$ cat config.mk
export PLATFORM = sky130hd
export DESIGN_NAME = hfpr_ctrl
export DESIGN_NICKNAME = d
export VERILOG_FILES = /design/src/hdl/hfpr_pkg.sv /design/src/hdl/hfpr_ctrl.sv
export SDC_FILE = /design/constraint.sdc
export NUM_CORES = 1
export LEC_CHECK = 0
export ABC_AREA = 1
export BUFFER_PORTS_ARGS = -buffer_cell sky130_fd_sc_hd__buf_2
export CAP_MARGIN = 10
export CORE_AREA = 8 8 77 72
export CTS_CLUSTER_SIZE = 40
export DETAILED_ROUTE_END_ITERATION = 10
export DIE_AREA = 0 0 85 80
export GPL_TIMING_DRIVEN = 0
export SYNTH_ARGS = -nofsm -noshare
export SYNTH_HDL_FRONTEND = slang
export SYNTH_SLANG_ARGS = --single-unit
$ cat constraint.sdc
create_clock -name clk -period 2.6 [get_ports clk]
set_input_delay 0.13 -clock clk [delete_from_list [all_inputs] [get_ports clk]]
set_output_delay 0.13 -clock clk [all_outputs]
set_load 0.01 [all_outputs]
$ cat src/hdl/hfpr_pkg.sv
// ----------------------------------------------------------------------------
// hfpr_pkg
// Shared codes, control/status bundles and the CORDIC arctangent table for the
// hint fold phase rotator.
// ----------------------------------------------------------------------------
package hfpr_pkg;

  // action codes carried in s_tuser[1:0]
  localparam logic [1:0] ACT_HINT  = 2'd0;
  localparam logic [1:0] ACT_ELEM  = 2'd1;
  localparam logic [1:0] ACT_CLEAR = 2'd2;

  // hint kinds carried in s_tuser[3:2]
  localparam logic [1:0] KIND_PERFECT = 2'd0;
  localparam logic [1:0] KIND_MODULAR = 2'd1;
  localparam logic [1:0] KIND_APPROX  = 2'd2;

  // result kinds on m_tuser
  localparam logic RES_ADDR   = 1'b0;
  localparam logic RES_WEIGHT = 1'b1;

  // config register indexes
  localparam logic [1:0] REG_MODULUS    = 2'd0;
  localparam logic [1:0] REG_NUM_COORDS = 2'd1;
  localparam logic [1:0] REG_CONF_THR   = 2'd2;

  // config reset values
  localparam logic [11:0] MODULUS_RST    = 12'd4093;
  localparam logic [8:0]  NUM_COORDS_RST = 9'd256;
  localparam logic [15:0] CONF_THR_RST   = 16'd58983;

  // iteration counts
  localparam logic [5:0] DIV_LAST    = 6'd35;  // 36 quotient bits
  localparam logic [5:0] CORDIC_LAST = 6'd15;  // 16 rotations
  localparam logic [5:0] MUL_LAST    = 6'd3;   // 4 partial products

  // phase in units of 2^-24 turn
  localparam logic signed [26:0] TURN_FULL    = 27'sd16777216;
  localparam logic signed [26:0] TURN_HALF    = 27'sd8388608;
  localparam logic signed [26:0] TURN_QUARTER = 27'sd4194304;

  localparam logic signed [17:0] CORDIC_X0 = 18'sd19898;

  typedef struct packed {
    logic latch_in;
    logic hint_exec;
    logic clear_pins;
    logic elem_exec;
    logic emit_addr;
    logic ld_mod;
    logic ld_t;
    logic ld_rot;
    logic div_step;
    logic cordic_step;
    logic mul_step;
    logic emit_wt;
  } cmd_t;

  typedef struct packed {
    logic elem_pinned;
    logic elem_last;
    logic div_last;
    logic cordic_last;
    logic mul_last;
    logic out_free;
  } stat_t;

  function automatic logic [21:0] atan_turn(input logic [3:0] i);
    logic [21:0] v;
    case (i)
      4'd0:    v = 22'd2097152;
      4'd1:    v = 22'd1238021;
      4'd2:    v = 22'd654136;
      4'd3:    v = 22'd332050;
      4'd4:    v = 22'd166669;
      4'd5:    v = 22'd83416;
      4'd6:    v = 22'd41718;
      4'd7:    v = 22'd20860;
      4'd8:    v = 22'd10430;
      4'd9:    v = 22'd5215;
      4'd10:   v = 22'd2608;
      4'd11:   v = 22'd1304;
      4'd12:   v = 22'd652;
      4'd13:   v = 22'd326;
      4'd14:   v = 22'd163;
      default: v = 22'd81;
    endcase
    return v;
  endfunction

endpackage

$ cat src/hdl/hfpr_ctrl.sv
// ----------------------------------------------------------------------------
// hfpr_ctrl
// Sequencer: accepts transactions and steps the datapath through hint update,
// element fold, residue/phase division, CORDIC and complex multiply.
// ----------------------------------------------------------------------------
module hfpr_ctrl (
  input  logic             clk,
  input  logic             rst,
  input  logic             s_tvalid,
  input  logic [1:0]       s_action,
  input  hfpr_pkg::stat_t  stat,
  output logic             s_tready,
  output hfpr_pkg::cmd_t   cmd
);

  typedef enum logic [11:0] {
    S_IDLE   = 12'b000000000001,
    S_HINT   = 12'b000000000010,
    S_ELEM   = 12'b000000000100,
    S_EMIT_A = 12'b000000001000,
    S_LD_MOD = 12'b000000010000,
    S_DIV_M  = 12'b000000100000,
    S_LD_T   = 12'b000001000000,
    S_DIV_T  = 12'b000010000000,
    S_LD_ROT = 12'b000100000000,
    S_CORDIC = 12'b001000000000,
    S_MUL    = 12'b010000000000,
    S_EMIT_W = 12'b100000000000
  } state_t;

  state_t state, state_next;

  assign s_tready = (state == S_IDLE);

  always_comb begin
    cmd        = '0;
    state_next = state;
    unique case (state)
      S_IDLE: begin
        if (s_tvalid) begin
          cmd.latch_in = 1'b1;
          unique case (s_action)
            hfpr_pkg::ACT_HINT:  state_next = S_HINT;
            hfpr_pkg::ACT_ELEM:  state_next = S_ELEM;
            hfpr_pkg::ACT_CLEAR: cmd.clear_pins = 1'b1;
            default:             state_next = S_IDLE;
          endcase
        end
      end
      S_HINT: begin
        cmd.hint_exec = 1'b1;
        state_next    = S_IDLE;
      end
      S_ELEM: begin
        cmd.elem_exec = 1'b1;
        if (!stat.elem_pinned) begin
          state_next = S_EMIT_A;
        end else if (stat.elem_last) begin
          state_next = S_LD_MOD;
        end else begin
          state_next = S_IDLE;
        end
      end
      S_EMIT_A: begin
        if (stat.out_free) begin
          cmd.emit_addr = 1'b1;
          state_next    = stat.elem_last ? S_LD_MOD : S_IDLE;
        end
      end
      S_LD_MOD: begin
        cmd.ld_mod = 1'b1;
        state_next = S_DIV_M;
      end
      S_DIV_M: begin
        cmd.div_step = 1'b1;
        if (stat.div_last) state_next = S_LD_T;
      end
      S_LD_T: begin
        cmd.ld_t   = 1'b1;
        state_next = S_DIV_T;
      end
      S_DIV_T: begin
        cmd.div_step = 1'b1;
        if (stat.div_last) state_next = S_LD_ROT;
      end
      S_LD_ROT: begin
        cmd.ld_rot = 1'b1;
        state_next = S_CORDIC;
      end
      S_CORDIC: begin
        cmd.cordic_step = 1'b1;
        if (stat.cordic_last) state_next = S_MUL;
      end
      S_MUL: begin
        cmd.mul_step = 1'b1;
        if (stat.mul_last) state_next = S_EMIT_W;
      end
      S_EMIT_W: begin
        if (stat.out_free) begin
          cmd.emit_wt = 1'b1;
          state_next  = S_IDLE;
        end
      end
      default: state_next = S_IDLE;
    endcase
  end

  always_ff @(posedge clk) begin
    if (rst) begin
      state <= S_IDLE;
    end else begin
      state <= state_next;
    end
  end

endmodule

# ---- After elaboration in Yosys (flattened, before gate mapping)
# Index checks and enable logic that the tools add are counted.
dict set report word_totals {
  word_cells 53
  reg_bits 12
  out_inout_bits 13
  in_bits 11
}
dict set report classes {
  n_reduce_logical 3
  n_mux 27
  n_eq_ne 22
}
# cell n
set op_table {}
lappend op_table {{$pmux 12 s11} 1}
lappend op_table {{$mux 12} 8}
lappend op_table {{$pmux 12 s3} 1}
lappend op_table {{$mux 1} 16}
lappend op_table {{$ne 2x2->1 const B} 8}
lappend op_table {{$eq 12x1->1 const B} 1}
lappend op_table {{$eq 12x10->1 const B} 1}
lappend op_table {{$eq 12x11->1 const B} 1}
lappend op_table {{$eq 12x12->1 const B} 1}
lappend op_table {{$eq 12x2->1 const B} 1}
lappend op_table {{$eq 12x3->1 const B} 1}
lappend op_table {{$eq 12x4->1 const B} 1}
lappend op_table {{$eq 12x5->1 const B} 1}
lappend op_table {{$eq 12x6->1 const B} 1}
lappend op_table {{$eq 12x7->1 const B} 1}
lappend op_table {{$eq 12x8->1 const B} 1}
lappend op_table {{$eq 12x9->1 const B} 1}
lappend op_table {{$reduce_and 8->1} 1}
lappend op_table {{$mux 5} 1}
lappend op_table {{$eq 2x1->1 const B} 1}
lappend op_table {{$eq 2x2->1 const B} 1}
lappend op_table {{$logic_not 2->1} 1}
lappend op_table {{$reduce_or 2->1} 1}

# ---- Longest topological paths before layout
dict set report logic_depth {
  word_depth 4
  ltp_mapped 11
  mapped_depth_nobuf 11
}

# ---- Least setup slack after synthesis
# Ideal clock, no wire load.
dict set report synth_timing {
  path_type {register -> register}
  start {register state[2]}
  end {register state[3]}
  path_stages_with_launch 11
  period_less_slack_ns 1.330
  setup_slack_ns 1.270
  arrival_ns 1.218
  t_required_ns 2.488
  path_buffers 0
  cell_sequence {dfxtp_1 -> nor2_2 -> nand2_4 -> nor2_4 -> nand2_1 -> nand2_1 -> nand2_1 -> nand2_1 -> nor2_4 -> nor2_2 -> nor2_1}
}
dict set report synth_between {
  elab_chain_cells 3
  word_cells_on_any_way 21
}
# item line
set synth_lines {}
lappend synth_lines {{start, declared} hfpr_ctrl.sv:31} ;# state_t state, state_next;
lappend synth_lines {{start signal, assigned} hfpr_ctrl.sv:112} ;# state <= state_next;
lappend synth_lines {{$eq 12x1->1, or another cell as far along} hfpr_ctrl.sv:38} ;# unique case (state)
lappend synth_lines {{$ne 2x2->1 (no source line)} -}
lappend synth_lines {{$reduce_and 8->1 (no source line)} -}
# Several ways; a longest one is shown, not always the timed one.
# A chain may end at the register's enable or synchronous reset.

==> flow_metrics.tcl <==
set metrics [dict create \
    grt_pass1_vias 966 \
    cts_tree "yes" \
    dr.first_iter.drc_count 44 \
    ys_warn_count 0 \
    max_slew_margin 0.8263 \
    pwr-share-seq 0.218 \
    antenna_found_initial 0 \
    status "finished, final reports clean" \
    timing.max_cap.violations 0 \
    clock_skew_ns 0.001271 \
    nNetsFinal 210 \
    slew_viol_final 0 \
    cts_root_buffer "clkbuf_8" \
    fp.coreArea_mm2 0.004288 \
    netlist_instances 171 \
    placed_area_mm2 0.001201 \
    nFillCells 484 \
    htreeDepth 1 \
    design_area_mm2 0.001242 \
    layout_commonest_cell "nand2_1" \
    die_area_mm2 0.006800 \
    r2r_slack_ns 1.15 \
    internal_power_mw 0.5738 \
    min_path_type "input port to flop" \
    critical_path_class "flop to output port" \
    routed_wl_um 2535 \
    first_pass_iters 4 \
    vias_per_cell 4.202 \
    synth_fp_nets 182 \
    seq_area_frac_synth 0.2347 \
    max_flop_register "state" \
    insertion_delay_ns 0.24 \
    cts.sinks 12 \
    rows 23 \
    cts_made_buffers 3 \
    yosysTopAreaCell "dfxtp_1" \
    p_switching_mw 0.6197 \
    crit_slowest_cell "dfxtp_1" \
    wire_per_inst_um 10.26 \
    powerDensity_mw_per_mm2 960.6 \
    finalSetupTns_ns 0 \
    path_cells "nor2_2 > nand2_2 > nor2_4 > nand2_1 > nor3_1 > buf_2" \
    critPathCaptureType "output port" \
    synth.top_cells.by_area "dfxtp_1 (23%), nand2_1 (16%), inv_1 (14%)" \
    vias 1038 \
    place.gp.congestion 0.7911 \
    fmax_ghz 0.6079 \
    clkSlewWorstSetupHoldPaths_ns 0.05 \
    top_regs "state: 12 flops" \
    combinationalPowerShare 0.636 \
    clkPwrFrac 0.145 \
    finalCritPeriodShare 0.6327 \
    die_w_um 85 \
    ys_types 21 \
    track_usage 0.07507 \
    grt_first_pass_wirelength_um 4126 \
    grt_max_degree 9 \
    ys_ff_latch 12 \
    syn_area_per_cell_um2 5.985 \
    netSwitchingFraction 0.5192 \
    post_cts_buffers 0 \
    largest_reg_flops 12 \
    cp_max_fo 7 \
    yosys.area.top_type_share 0.2347 \
    cts_resized 0 \
    drive_above_1_share 0.2538 \
    worst_ep_required_time_ns 2.47 \
    multi_input_area_um2 636.9 \
    drc 0 \
    post-dp-hpwl_um 2120 \
    start_kind "flop" \
    power_leakage_nw 0.7514 \
    cts_hold_buf 0 \
    antenna_left 0 \
    p_total_mw 1.193 \
    finalHoldViolations 0 \
    synthesis.area_mm2 0.001023 \
    rsz0062_at_grt "false" \
    placed_cells 244 \
    start_util 0.2387 \
    worst_pin_slew_ns 0.2602 \
    critPathArrivalTime_ns 1.52 \
    grt-ovfl-total 0 \
    slowest_delay_ns 0.33 \
    final_util 0.2898 \
    clockBufferDepth 2 \
    vdd_ir_drop_max_mv 0.3679 \
    area_growth_pct 21.39 \
    portBuffers 23 \
    fin_crit_ns 1.645 \
    final_cell_mix "nand2_1 (43), inv_1 (37), nor2_1 (23), buf_2 (23)" \
    ios 24 \
    fin_cells 247 \
    die_h_um 80 \
    setup_violations 0 \
    sequential_cell_area_um2 240.2 \
    diodes 0 \
]
==> Yosys cell counts, drive strengths merged <==
cell and count:
nand3 15, nor3 10, nand4 3, nand2 47
a21oi 4, or2 2, nor2 36, dfxtp 12
o21ai 2, nand3b 1, inv 39
==> routing by layer <==
layer | part of all wire | track usage | vias up
met2 | 0.46 | 0.1318 | 14
met1 | 0.46 | 0.08176 | 449
met3 | 0.063 | 0.02366 | 5
met5 | 0 | 0 | -
met4 | 0.015 | 0.03197 | 0
li1 | - | - | 570
==> layout make-up <==
cell class,instances,share of cell area
multi-input combinational,120,0.5126
tap,50,0.05035
sequential,12,0.1934
timing repair buffer,23,0.09265
clock buffer,3,0.03323
inverter,39,0.1178
==> worst max-delay path: cells and delay by family, from the launching register on <==
kind                   cells  cell delay [ns]
buffers and inverters      1             0.15
DFF                        1             0.33
and+or+nand+nor            5             0.79
==> stage by stage <==
stage / hold WS (ns) / setup slack, ns
CTS: 0.1245 / 0.9333
global route: 0.1241 / 0.8198
global placement: 0.3832 / 1.162
finish: 0.1286 / 0.9549
floorplan: 0.1991 / 1.270
detailed placement: 0.3827 / 1.153
==> logic make-up after synthesis <==
group                  count (synthesis)  share of synthesized area
AO/OA/AOI/OAI                          6                    0.02933
flip-flops                            12                     0.2347
buffers and inverters                 39                     0.1430
AND/OR/NAND/NOR                      114                     0.5929
==> final timing paths <==
path              cells after the start      start        end
hold reg to reg                       2   state[3]   state[3]
setup reg to reg                     10  state[11]   state[3]
setup / recovery                      6  state[11]     cmd[9]
hold / removal                        2        rst  state[10]
==> power by group through the flow <==
| stage | clock, mW | sequential (mW) | combinational (mW) |
|---|---|---|---|
| after floorplan | 0 | 0.258 | 0.608 |
| after global placement | 0 | 0.263 | 0.759 |
| after detailed placement | 0 | 0.265 | 0.762 |
| after CTS | 0.178 | 0.261 | 0.765 |
| after global routing | 0.183 | 0.266 | 0.859 |
| final | 0.173 | 0.261 | 0.760 |
Note: power is estimated with default switching activity, not from simulation.
